===== config.mk =====
export PLATFORM = sky130hd
export DESIGN_NAME = apu_ctrl
export DESIGN_NICKNAME = d
export VERILOG_FILES = /design/src/hdl/adam_parameter_update_assert.svh /design/src/hdl/apu_pkg.sv /design/src/hdl/apu_ctrl.sv
export SDC_FILE = /design/constraint.sdc
export NUM_CORES = 1
export LEC_CHECK = 0
export ABC_AREA = 1
export ABC_CLOCK_PERIOD_IN_PS = 5110
export BUFFER_PORTS_ARGS = -buffer_cell sky130_fd_sc_hd__buf_2
export CAP_MARGIN = 20
export CORE_ASPECT_RATIO = 1.4
export CORE_UTILIZATION = 55
export CTS_CLUSTER_SIZE = 40
export DETAILED_ROUTE_END_ITERATION = 8
export GPL_ROUTABILITY_DRIVEN = 0
export HOLD_SLACK_MARGIN = 0.08
export PLACE_DENSITY = 0.84
export SLEW_MARGIN = 10
export SYNTH_ARGS = -nofsm -noshare
export SYNTH_HDL_FRONTEND = slang
export SYNTH_SLANG_ARGS = --single-unit

===== constraint.sdc =====
create_clock -name clk -period 5.11 [get_ports clk]
set_clock_uncertainty 0.15 [all_clocks]
set_input_delay 0.7665 -clock clk [delete_from_list [all_inputs] [get_ports clk]]
set_output_delay 0.7665 -clock clk [all_outputs]
set_load 0.02 [all_outputs]

===== src/hdl/adam_parameter_update_assert.svh =====
// Assertion macros for the Adam parameter update block
`ifndef ADAM_PARAMETER_UPDATE_ASSERT_SVH
`define ADAM_PARAMETER_UPDATE_ASSERT_SVH
`ifndef NO_ASSERTIONS
// Check that cons holds in the same cycle as ante
`define APU_ASSERT_IMPLY(label, clk, rst_n, ante, cons) \
    label: assert property (@(posedge clk) disable iff (!rst_n) (ante) |-> (cons)) \
        else $error("adam_parameter_update: assertion failed");
// Check that cons holds in the cycle after ante
`define APU_ASSERT_NEXT(label, clk, rst_n, ante, cons) \
    label: assert property (@(posedge clk) disable iff (!rst_n) (ante) |=> (cons)) \
        else $error("adam_parameter_update: assertion failed");
`else
`define APU_ASSERT_IMPLY(label, clk, rst_n, ante, cons)
`define APU_ASSERT_NEXT(label, clk, rst_n, ante, cons)
`endif
`endif


===== src/hdl/apu_pkg.sv =====
// Shared types and constants for the Adam parameter update block
package apu_pkg;

    localparam int NUM_PARAMS_DEF = 1024;
    localparam int IDX_W = 10;
    localparam int VAL_W = 32;
    localparam int CFG_W = 24;
    localparam int APB_AW = 4;
    localparam int DIV_NUM_W = 80;
    localparam int DIV_DEN_W = 42;

    localparam logic [CFG_W-1:0] STEP_SIZE_RST    = 24'd16777;
    localparam logic [CFG_W-1:0] FIRST_DECAY_RST  = 24'd15099494;
    localparam logic [CFG_W-1:0] SECOND_DECAY_RST = 24'd16760438;
    localparam logic [CFG_W-1:0] STABILIZER_RST   = 24'd1;

    // Register indexes on the configuration port
    localparam logic [1:0] REG_STEP_SIZE    = 2'd0;
    localparam logic [1:0] REG_FIRST_DECAY  = 2'd1;
    localparam logic [1:0] REG_SECOND_DECAY = 2'd2;
    localparam logic [1:0] REG_STABILIZER   = 2'd3;

    typedef struct packed {
        logic [CFG_W-1:0] step_size;
        logic [CFG_W-1:0] first_decay;
        logic [CFG_W-1:0] second_decay;
        logic [CFG_W-1:0] stabilizer;
    } cfg_t;

    typedef enum logic [3:0] {
        MS_M1, MS_M2, MS_G2, MS_V1, MS_V2, MS_PL, MS_PH, MS_P1, MS_P2
    } mul_sel_t;

    typedef enum logic [1:0] {
        DL_NONE, DL_MHAT, DL_VHAT, DL_UPD
    } div_load_t;

    typedef struct packed {
        logic      capture;
        logic      red_step;
        logic [3:0] red_shift;
        logic      mem_read;
        logic      mem_write;
        logic      clr_write;
        mul_sel_t  mul_sel;
        logic      acc_load;
        logic      m_update;
        logic      g2_update;
        logic      v_update;
        div_load_t div_load;
        logic      div_step;
        logic      mhat_load;
        logic      sqrt_load;
        logic      sqrt_step;
        logic      den_load;
        logic      plo_load;
        logic      out_load;
        logic      p1_update;
        logic      p2_update;
    } cmd_t;

    typedef struct packed {
        logic clr_last;
        logic upd_cap;
        logic eos;
    } status_t;

endpackage


===== src/hdl/apu_ctrl.sv =====
// Controller: sequences the datapath through one parameter update
module apu_ctrl
    import apu_pkg::*;
(
    input  logic    clk,
    input  logic    rst_n,
    input  logic    in_valid,
    output logic    in_ready,
    output logic    out_valid,
    input  logic    out_ready,
    input  status_t status,
    output cmd_t    cmd
);

    localparam logic [5:0] RED_LAST  = 6'd9;
    localparam logic [5:0] MOM_LAST  = 6'd55;
    localparam logic [5:0] SQRT_LAST = 6'd31;
    localparam logic [5:0] UPD_LAST  = 6'd40;

    typedef enum logic [22:0] {
        S_CLEAR  = 23'h000001,
        S_IDLE   = 23'h000002,
        S_REDUCE = 23'h000004,
        S_READ   = 23'h000008,
        S_M1     = 23'h000010,
        S_M2     = 23'h000020,
        S_G2     = 23'h000040,
        S_V1     = 23'h000080,
        S_V2     = 23'h000100,
        S_VNEW   = 23'h000200,
        S_DIVM   = 23'h000400,
        S_LDV    = 23'h000800,
        S_DIVV   = 23'h001000,
        S_LDS    = 23'h002000,
        S_SQRT   = 23'h004000,
        S_PL     = 23'h008000,
        S_PH     = 23'h010000,
        S_LDU    = 23'h020000,
        S_DIVU   = 23'h040000,
        S_OUT    = 23'h080000,
        S_POW1   = 23'h100000,
        S_POW2   = 23'h200000,
        S_POW3   = 23'h400000
    } state_t;

    state_t     state_reg, state_next;
    logic [5:0] cnt_reg, cnt_next;
    logic       out_valid_reg, out_valid_next;
    logic       cnt_zero;
    logic       out_free;

    assign cnt_zero = (cnt_reg == '0);
    assign out_free = ~out_valid_reg | out_ready;

    // Next state and datapath commands
    always_comb
    begin
        state_next     = state_reg;
        cnt_next       = cnt_zero ? cnt_reg : cnt_reg - 1'b1;
        out_valid_next = out_valid_reg & ~out_ready;
        cmd            = '0;
        cmd.mul_sel    = MS_M1;
        cmd.div_load   = DL_NONE;
        cmd.red_shift  = cnt_reg[3:0];
        in_ready       = 1'b0;
        case (state_reg)
            S_CLEAR:
            begin
                cmd.clr_write = 1'b1;
                if (status.clr_last)
                    state_next = S_IDLE;
            end
            S_IDLE:
            begin
                in_ready = 1'b1;
                if (in_valid)
                begin
                    cmd.capture = 1'b1;
                    cnt_next    = RED_LAST;
                    state_next  = S_REDUCE;
                end
            end
            S_REDUCE:
            begin
                cmd.red_step = 1'b1;
                if (cnt_zero)
                    state_next = S_READ;
            end
            S_READ:
            begin
                cmd.mem_read = 1'b1;
                state_next   = S_M1;
            end
            S_M1:
            begin
                cmd.mul_sel = MS_M1;
                state_next  = S_M2;
            end
            S_M2:
            begin
                cmd.mul_sel  = MS_M2;
                cmd.acc_load = 1'b1;
                state_next   = S_G2;
            end
            S_G2:
            begin
                cmd.mul_sel  = MS_G2;
                cmd.m_update = 1'b1;
                state_next   = S_V1;
            end
            S_V1:
            begin
                cmd.mul_sel   = MS_V1;
                cmd.g2_update = 1'b1;
                state_next    = S_V2;
            end
            S_V2:
            begin
                cmd.mul_sel  = MS_V2;
                cmd.acc_load = 1'b1;
                state_next   = S_VNEW;
            end
            S_VNEW:
            begin
                cmd.v_update  = 1'b1;
                cmd.mem_write = 1'b1;
                cmd.div_load  = DL_MHAT;
                cnt_next      = MOM_LAST;
                state_next    = S_DIVM;
            end
            S_DIVM:
            begin
                cmd.div_step = 1'b1;
                if (cnt_zero)
                    state_next = S_LDV;
            end
            S_LDV:
            begin
                cmd.mhat_load = 1'b1;
                cmd.div_load  = DL_VHAT;
                cnt_next      = MOM_LAST;
                state_next    = S_DIVV;
            end
            S_DIVV:
            begin
                cmd.div_step = 1'b1;
                if (cnt_zero)
                    state_next = S_LDS;
            end
            S_LDS:
            begin
                cmd.sqrt_load = 1'b1;
                cnt_next      = SQRT_LAST;
                state_next    = S_SQRT;
            end
            S_SQRT:
            begin
                cmd.sqrt_step = 1'b1;
                if (cnt_zero)
                    state_next = S_PL;
            end
            S_PL:
            begin
                cmd.den_load = 1'b1;
                cmd.mul_sel  = MS_PL;
                state_next   = S_PH;
            end
            S_PH:
            begin
                cmd.plo_load = 1'b1;
                cmd.mul_sel  = MS_PH;
                state_next   = S_LDU;
            end
            S_LDU:
            begin
                cmd.div_load = DL_UPD;
                cnt_next     = UPD_LAST;
                state_next   = S_DIVU;
            end
            S_DIVU:
            begin
                // Skip the division when the update already hits its cap
                cmd.div_step = ~status.upd_cap;
                if (cnt_zero || status.upd_cap)
                    state_next = S_OUT;
            end
            S_OUT:
            begin
                if (out_free)
                begin
                    cmd.out_load   = 1'b1;
                    out_valid_next = 1'b1;
                    state_next     = status.eos ? S_POW1 : S_IDLE;
                end
            end
            S_POW1:
            begin
                cmd.mul_sel = MS_P1;
                state_next  = S_POW2;
            end
            S_POW2:
            begin
                cmd.mul_sel   = MS_P2;
                cmd.p1_update = 1'b1;
                state_next    = S_POW3;
            end
            S_POW3:
            begin
                cmd.p2_update = 1'b1;
                state_next    = S_IDLE;
            end
            default:
            begin
                state_next = S_IDLE;
            end
        endcase
    end

    always_ff @(posedge clk or negedge rst_n)
    begin
        if (!rst_n)
        begin
            state_reg     <= S_CLEAR;
            cnt_reg       <= '0;
            out_valid_reg <= 1'b0;
        end
        else
        begin
            state_reg     <= state_next;
            cnt_reg       <= cnt_next;
            out_valid_reg <= out_valid_next;
        end
    end

    assign out_valid = out_valid_reg;

endmodule


==> results of run 1 <==
==> worst max-delay path: stages, from the launching register on <==
cell	delay [ps]
dfrtp_1	430
nor2_2	190
nand2_2	150
nor2_8	200
nand2_4	110
nor3_1	360
nor2_1	120
nand3b_1	100
buf_2	160
==> report_power, final <==
part	switching [mW]	total, mW	internal (mW)
Sequential	0.0266	0.304	0.278
Combinational	0.367	0.529	0.162
Clock	0.0916	0.200	0.108
==> synth_stat cells, drive strengths merged <==
master	instances
o2111ai	1
or2	1
nand4	5
nor2	58
nand2	60
dfstp	1
nand3b	1
a21oi	6
nor3b	2
inv	58
o21ai	13
nor4	4
nor3	11
dfrtp	29
xor2	2
nand3	31
buf	5
o211ai	1
ha	2
==> how the worst min path moves through the flow <==
stage / slack [ps] / to / cells after the start
after floorplan: 320 / cnt_reg[0] / 0
after detailed placement: 420 / out_valid / 2
after global routing: 430 / state_reg[8] / 1
after CTS: 390 / state_reg[8] / 1
after global placement: 400 / out_valid / 2
final: 360 / state_reg[8] / 1
==> logic make-up (layout without fill, tap and decap cells) <==
family,after synthesis,in the layout,synth area share
AO/OA/AOI/OAI,21,21,0.0646
XOR/XNOR,2,2,0.00822
AND/OR/NAND/NOR,173,173,0.442
adder cells (fa/ha/maj),2,2,0.0117
flip-flops,30,30,0.353
buffers and inverters,63,102,0.121
==> stage by stage <==
| step | instance area, um2 | utilization | power, mW | instances | hold slack, ps |
|---|---|---|---|---|---|
| floorplan | 2130 | - | 0.735 | 291 | 321 |
| global placement | 2330 | 0.633 | 0.820 | 364 | 399 |
| detailed placement | 2330 | 0.633 | 0.837 | 364 | 416 |
| CTS | 2420 | 0.658 | 1.04 | 372 | 386 |
| global route | 2420 | 0.658 | 1.12 | 372 | 431 |
| finish | 2420 | 0.658 | 1.03 | 372 | 358 |
==> area by class of cell <==
class	count	area, um2	area share
multi-input combinational	198	1120	0.464
sequential	30	752	0.311
inverter	58	220	0.0911
timing repair buffer	36	180	0.0745
clock inverter	1	5.00	0.00207
clock buffer	7	86.3	0.0357
tap	42	52.6	0.0217
==> per-layer routing <==
metal | part of all wire | GRT usage
met3 | 0.039 | 0.0419
met4 | 0.029 | 0.148
met2 | 0.55 | 0.489
met5 | 0 | 0
met1 | 0.39 | 0.288
==> summary.txt, run 1 <==
Routing
  – Drt pass-1 iters: 5
  – Via Count: 1966
  – Drt via density: 5.28
  – Final WL: 4860 um
  – Final ANT Viol Nets: 0
  – Initial DRC Count: 52
  – Residual DRC: 0
  – WL/cell: 13.1 um

Global routing
  – Vias in the first global route: 1879
  – Initial antenna violation count: 0
  – GRT Residual Overflow: 0
  – First-pass GRT wire length: 7890 um
  – GRT Total Usage: 0.270
  – Largest net degree at the start of global routing: 31

Die
  – # rows: 26
  – # IOs: 37
  – Initial Utilization: 0.580
  – Die ar.: 4130 um2
  – Die W: 54.6 um
  – Die Span Y: 75.6 um
  – Total core area: 3680 um2

Power
  – Pleak: 1.40 nW
  – Cell Pwr Density: 428 nW/um2
  – Worst VDD drop: 0.308 mV

Synthesis
  – YS warnings: 0
  – Mapped Cells: 291
  – Top cells by area, synth: dfrtp_1 (34%), inv_1 (9.2%), nand2_1 (8.3%)
  – Largest area contributor in the netlist: dfrtp_1
  – Mapped Nets: 300
  – Synthesized area: 2130 um2
  – Post-synthesis cell type count: 33
  – Seq cells post-synth: 30
  – Share of the synthesized area in the top cell type: 0.341
  – Sequential share of the synthesized area: 0.353
  – Syn avg cell area: 7.32 um2

Clock tree
  – Root buf cell: clkbuf_8
  – Post-CTS setup buffer count: 0
  – Clk_lat worst skew: 290 ps
  – CTS clk-pin slew, worst paths: 70 ps
  – Clk buf depth: 2
  – CTS-repair resized insts: 0
  – Hold_buf cts: 0
  – CTS tree: done
  – Clock sink total: 30
  – CTS Buf Count: 5
  – H-tree lvl count: 2

Timing
  – Hold Fails Final Rpt: 0
  – Worst-Margin Slew: 680 ps
  – Post-route minimum period: 3010 ps
  – Final worst-path cycle share: 0.589
  – Final setup margin: 2100 ps
  – Unrepaired setup endpoints after global routing: false
  – Max Slew Vio Count: 0
  – Slew headroom: 0.546
  – Final TNS setup: 0 ps
  – Final setup viols: 0
  – FMAX: 332 MHz

Finish
  – Most common cell after layout, fill and taps aside: inv_1
  – Most frequent cells in the layout: inv_1 (52), nand2_1 (47), nor2_1 (43)
  – Number of nets in the layout: 338
  – Layout cells sized above 1: 0.267
  – Fill cells: 332
  – Max FFs per register: 23
  – Antenna cells: 0
  – P&R area growth vs syn: 13.4%

Worst setup path
  – Reg-to-Reg End: cnt_reg[1]
  – Worst reg2reg path startpoint: state_reg[20]
  – Worst setup path endpoint: cmd[16]
  – Crit. End Element: primary output
  – Crit path max fanout: 9
  – R2R cell count: 12
  – R2r setup slk: 3010 ps
  – Critical path required time: 4190 ps
  – Worst Path Arrival: 2100 ps
  – CP startpoint: state_reg[9]
  – Critical path class: reg -> out
  – CP Launch Type: flip-flop

Placement
  – Place WS: 2410 ps
  – Port buffer count: 36
  – Final HPWL DP: 3800 um

Run
  – MaxCap Viol Count: 0

Outcome
  – Status: finished clean

Hold path
  – HP Class: in -> async
(Power assumes the default switching activity.)
==> inputs of run 2 (changes only) <==
- ABC_CLOCK_PERIOD_IN_PS: 5110 -> 2500
- CORE_UTILIZATION: 55 -> 51
- PLACE_DENSITY: 0.84 -> 0.82
- clock period: 5.11 -> 2.5 ns (I/O delays scaled with it)
==> run 2 against run 1 <==
Compared with the run above:
- first-iteration DRC count grew 13%
- combinational power increased by 130%
- largest power group unchanged
- cell area rose by 6.8%
- sequential share of layout area decreased by 1.8 points
- utilization shrank 0.42 points
- global-route usage shrank 2.3 points
- highest routed layer unchanged
- worst hold slack lost 270 ps
- cell count grew 3.0%
- clock power increased by 110%
- critical path depth grew 1
==> summary.txt, run 2 (synthesized netlist as in run 1, its figures left out) <==
Routing
  – Drt pass-1 iters: 4
  – Drt via density: 5.23
  – Initial DRC Count: 59
  – Final WL: 5230 um
  – WL/cell: 13.7 um
  – Final ANT Viol Nets: 0
  – Via Count: 2002
  – Residual DRC: 0

Global routing
  – Vias in the first global route: 1937
  – Initial antenna violation count: 0
  – Largest net degree at the start of global routing: 31
  – GRT Total Usage: 0.247
  – First-pass GRT wire length: 8470 um
  – GRT Residual Overflow: 0

Outcome
  – Status: finished clean

Die
  – # rows: 27
  – # IOs: 37
  – Total core area: 3950 um2
  – Die W: 56.6 um
  – Initial Utilization: 0.539
  – Die ar.: 4440 um2
  – Die Span Y: 78.5 um

Power
  – Combinational power share: 0.536
  – Internal power: 1.19 mW
  – Reg power frac: 0.280
  – Clock power frac: 0.184
  – Sw frac: 0.473
  – Worst VDD drop: 0.651 mV
  – Power Total: 2.25 mW
  – Cell Pwr Density: 872 nW/um2
  – Pleak: 1.46 nW
  – NetSw: 1.06 mW

Timing
  – Slew headroom: 0.548
  – Hold Fails Final Rpt: 0
  – Worst-Margin Slew: 677 ps
  – FMAX: 411 MHz
  – Max Slew Vio Count: 0
  – Unrepaired setup endpoints after global routing: true
  – Post-route minimum period: 2430 ps
  – Final setup viols: 0
  – Final worst-path cycle share: 0.973

Finish
  – Max FFs per register: 23
  – Antenna cells: 0
  – Layout Cells excl Fill: 383
  – Number of nets in the layout: 348
  – P&R area growth vs syn: 21.2%
  – Most frequent cells in the layout: inv_1 (51), nand2_1 (47), nor2_1 (40)
  – Layout cells sized above 1: 0.318
  – Most common cell after layout, fill and taps aside: inv_1

Clock tree
  – Root buf cell: clkbuf_8
  – H-tree lvl count: 2
  – CTS tree: done
  – CTS clk-pin slew, worst paths: 60 ps
  – Clk_lat worst skew: 300 ps
  – Clock sink total: 30
  – Clk buf depth: 2
  – CTS Buf Count: 5

Run
  – MaxCap Viol Count: 0

Placement
  – Post-Place Cells: 367
  – Port buffer count: 36
  – Final HPWL DP: 3860 um

Worst setup path
  – CP startpoint: state_reg[11]
  – Crit. End Element: primary output
  – Critical path required time: 1980 ps
  – Worst Path Arrival: 1910 ps
  – Worst reg2reg path startpoint: state_reg[19]
  – CP Launch Type: flip-flop
  – Crit path max fanout: 7
  – Critical path class: reg -> out

Hold path
  – Worst hold start: status[2]
  – HP Class: in -> reg
run 2: through the flow:
stage	TNS, ps	hold WS (ps)	setup WS (ps)	util	cell area (um2)
global route	-5.47	82.4	-5.47	0.653	2580
global placement	0	295	272	0.593	2340
finish	0	88.8	67.8	0.653	2580
detailed placement	0	305	208	0.593	2340
floorplan	0	-70.6	114	-	2130
CTS	0	81.5	14.3	0.631	2490
run 2: worst paths after layout:
| path | slack [ps] | depth (start not counted) | endpoint |
|---|---|---|---|
| worst max-delay path | 70 | 9 | cmd[16] |
| min in group asynchronous | 500 | 2 | state_reg[20] |
| worst max register to register | 390 | 12 | state_reg[2] |
| max in group asynchronous | 1220 | 2 | state_reg[9] |
| worst min-delay path | 90 | 2 | state_reg[0] |
| worst min register to register | 400 | 1 | state_reg[16] |
run 2: final cells by class:
class | count | area, um2
Fill cell | 355 | 1370
Multi-Input combinational cell | 198 | 1200
Sequential cell | 30 | 756
Timing Repair Buffer | 46 | 260
Inverter | 58 | 220
Clock buffer | 7 | 86.3
Tap cell | 43 | 53.8
Clock inverter | 1 | 5.00
run 2: metal layers:
layer	routed length [um]	GRT usage	vias to the layer above
li1	-	-	1002
met2	2860	0.451	61
met3	271	0.0478	10
met1	1990	0.263	929
met5	0	0	-
met4	107	0.132	0
run 2: power by group through the flow:
stage                     Combinational [mW]  Sequential (mW)  Clock, mW
after global placement                  1.07            0.627          0
final                                   1.21            0.631      0.414
after detailed placement                1.10            0.632          0
after CTS                               1.13            0.627      0.418
after global routing                    1.32            0.639      0.434
after floorplan                        0.874            0.628          0
run 2: critical path: stages, from the launching register on:
cell and delay [ps]:
dfrtp_1 420, nor2_4 190, nand2_4 100, nor2_8 160, buf_4 170, nand3_1 130, inv_1 120, nor2_1 80
nand3b_1 100, buf_4 140
run 2: timing repair:
item	in CTS	in global routing
buffers inserted	2	5
pin swaps	2	4
hold buffers	1	0
hold endpoints to repair	29	0
endpoints found under the setup margin	6	6
gates resized for setup	9	13
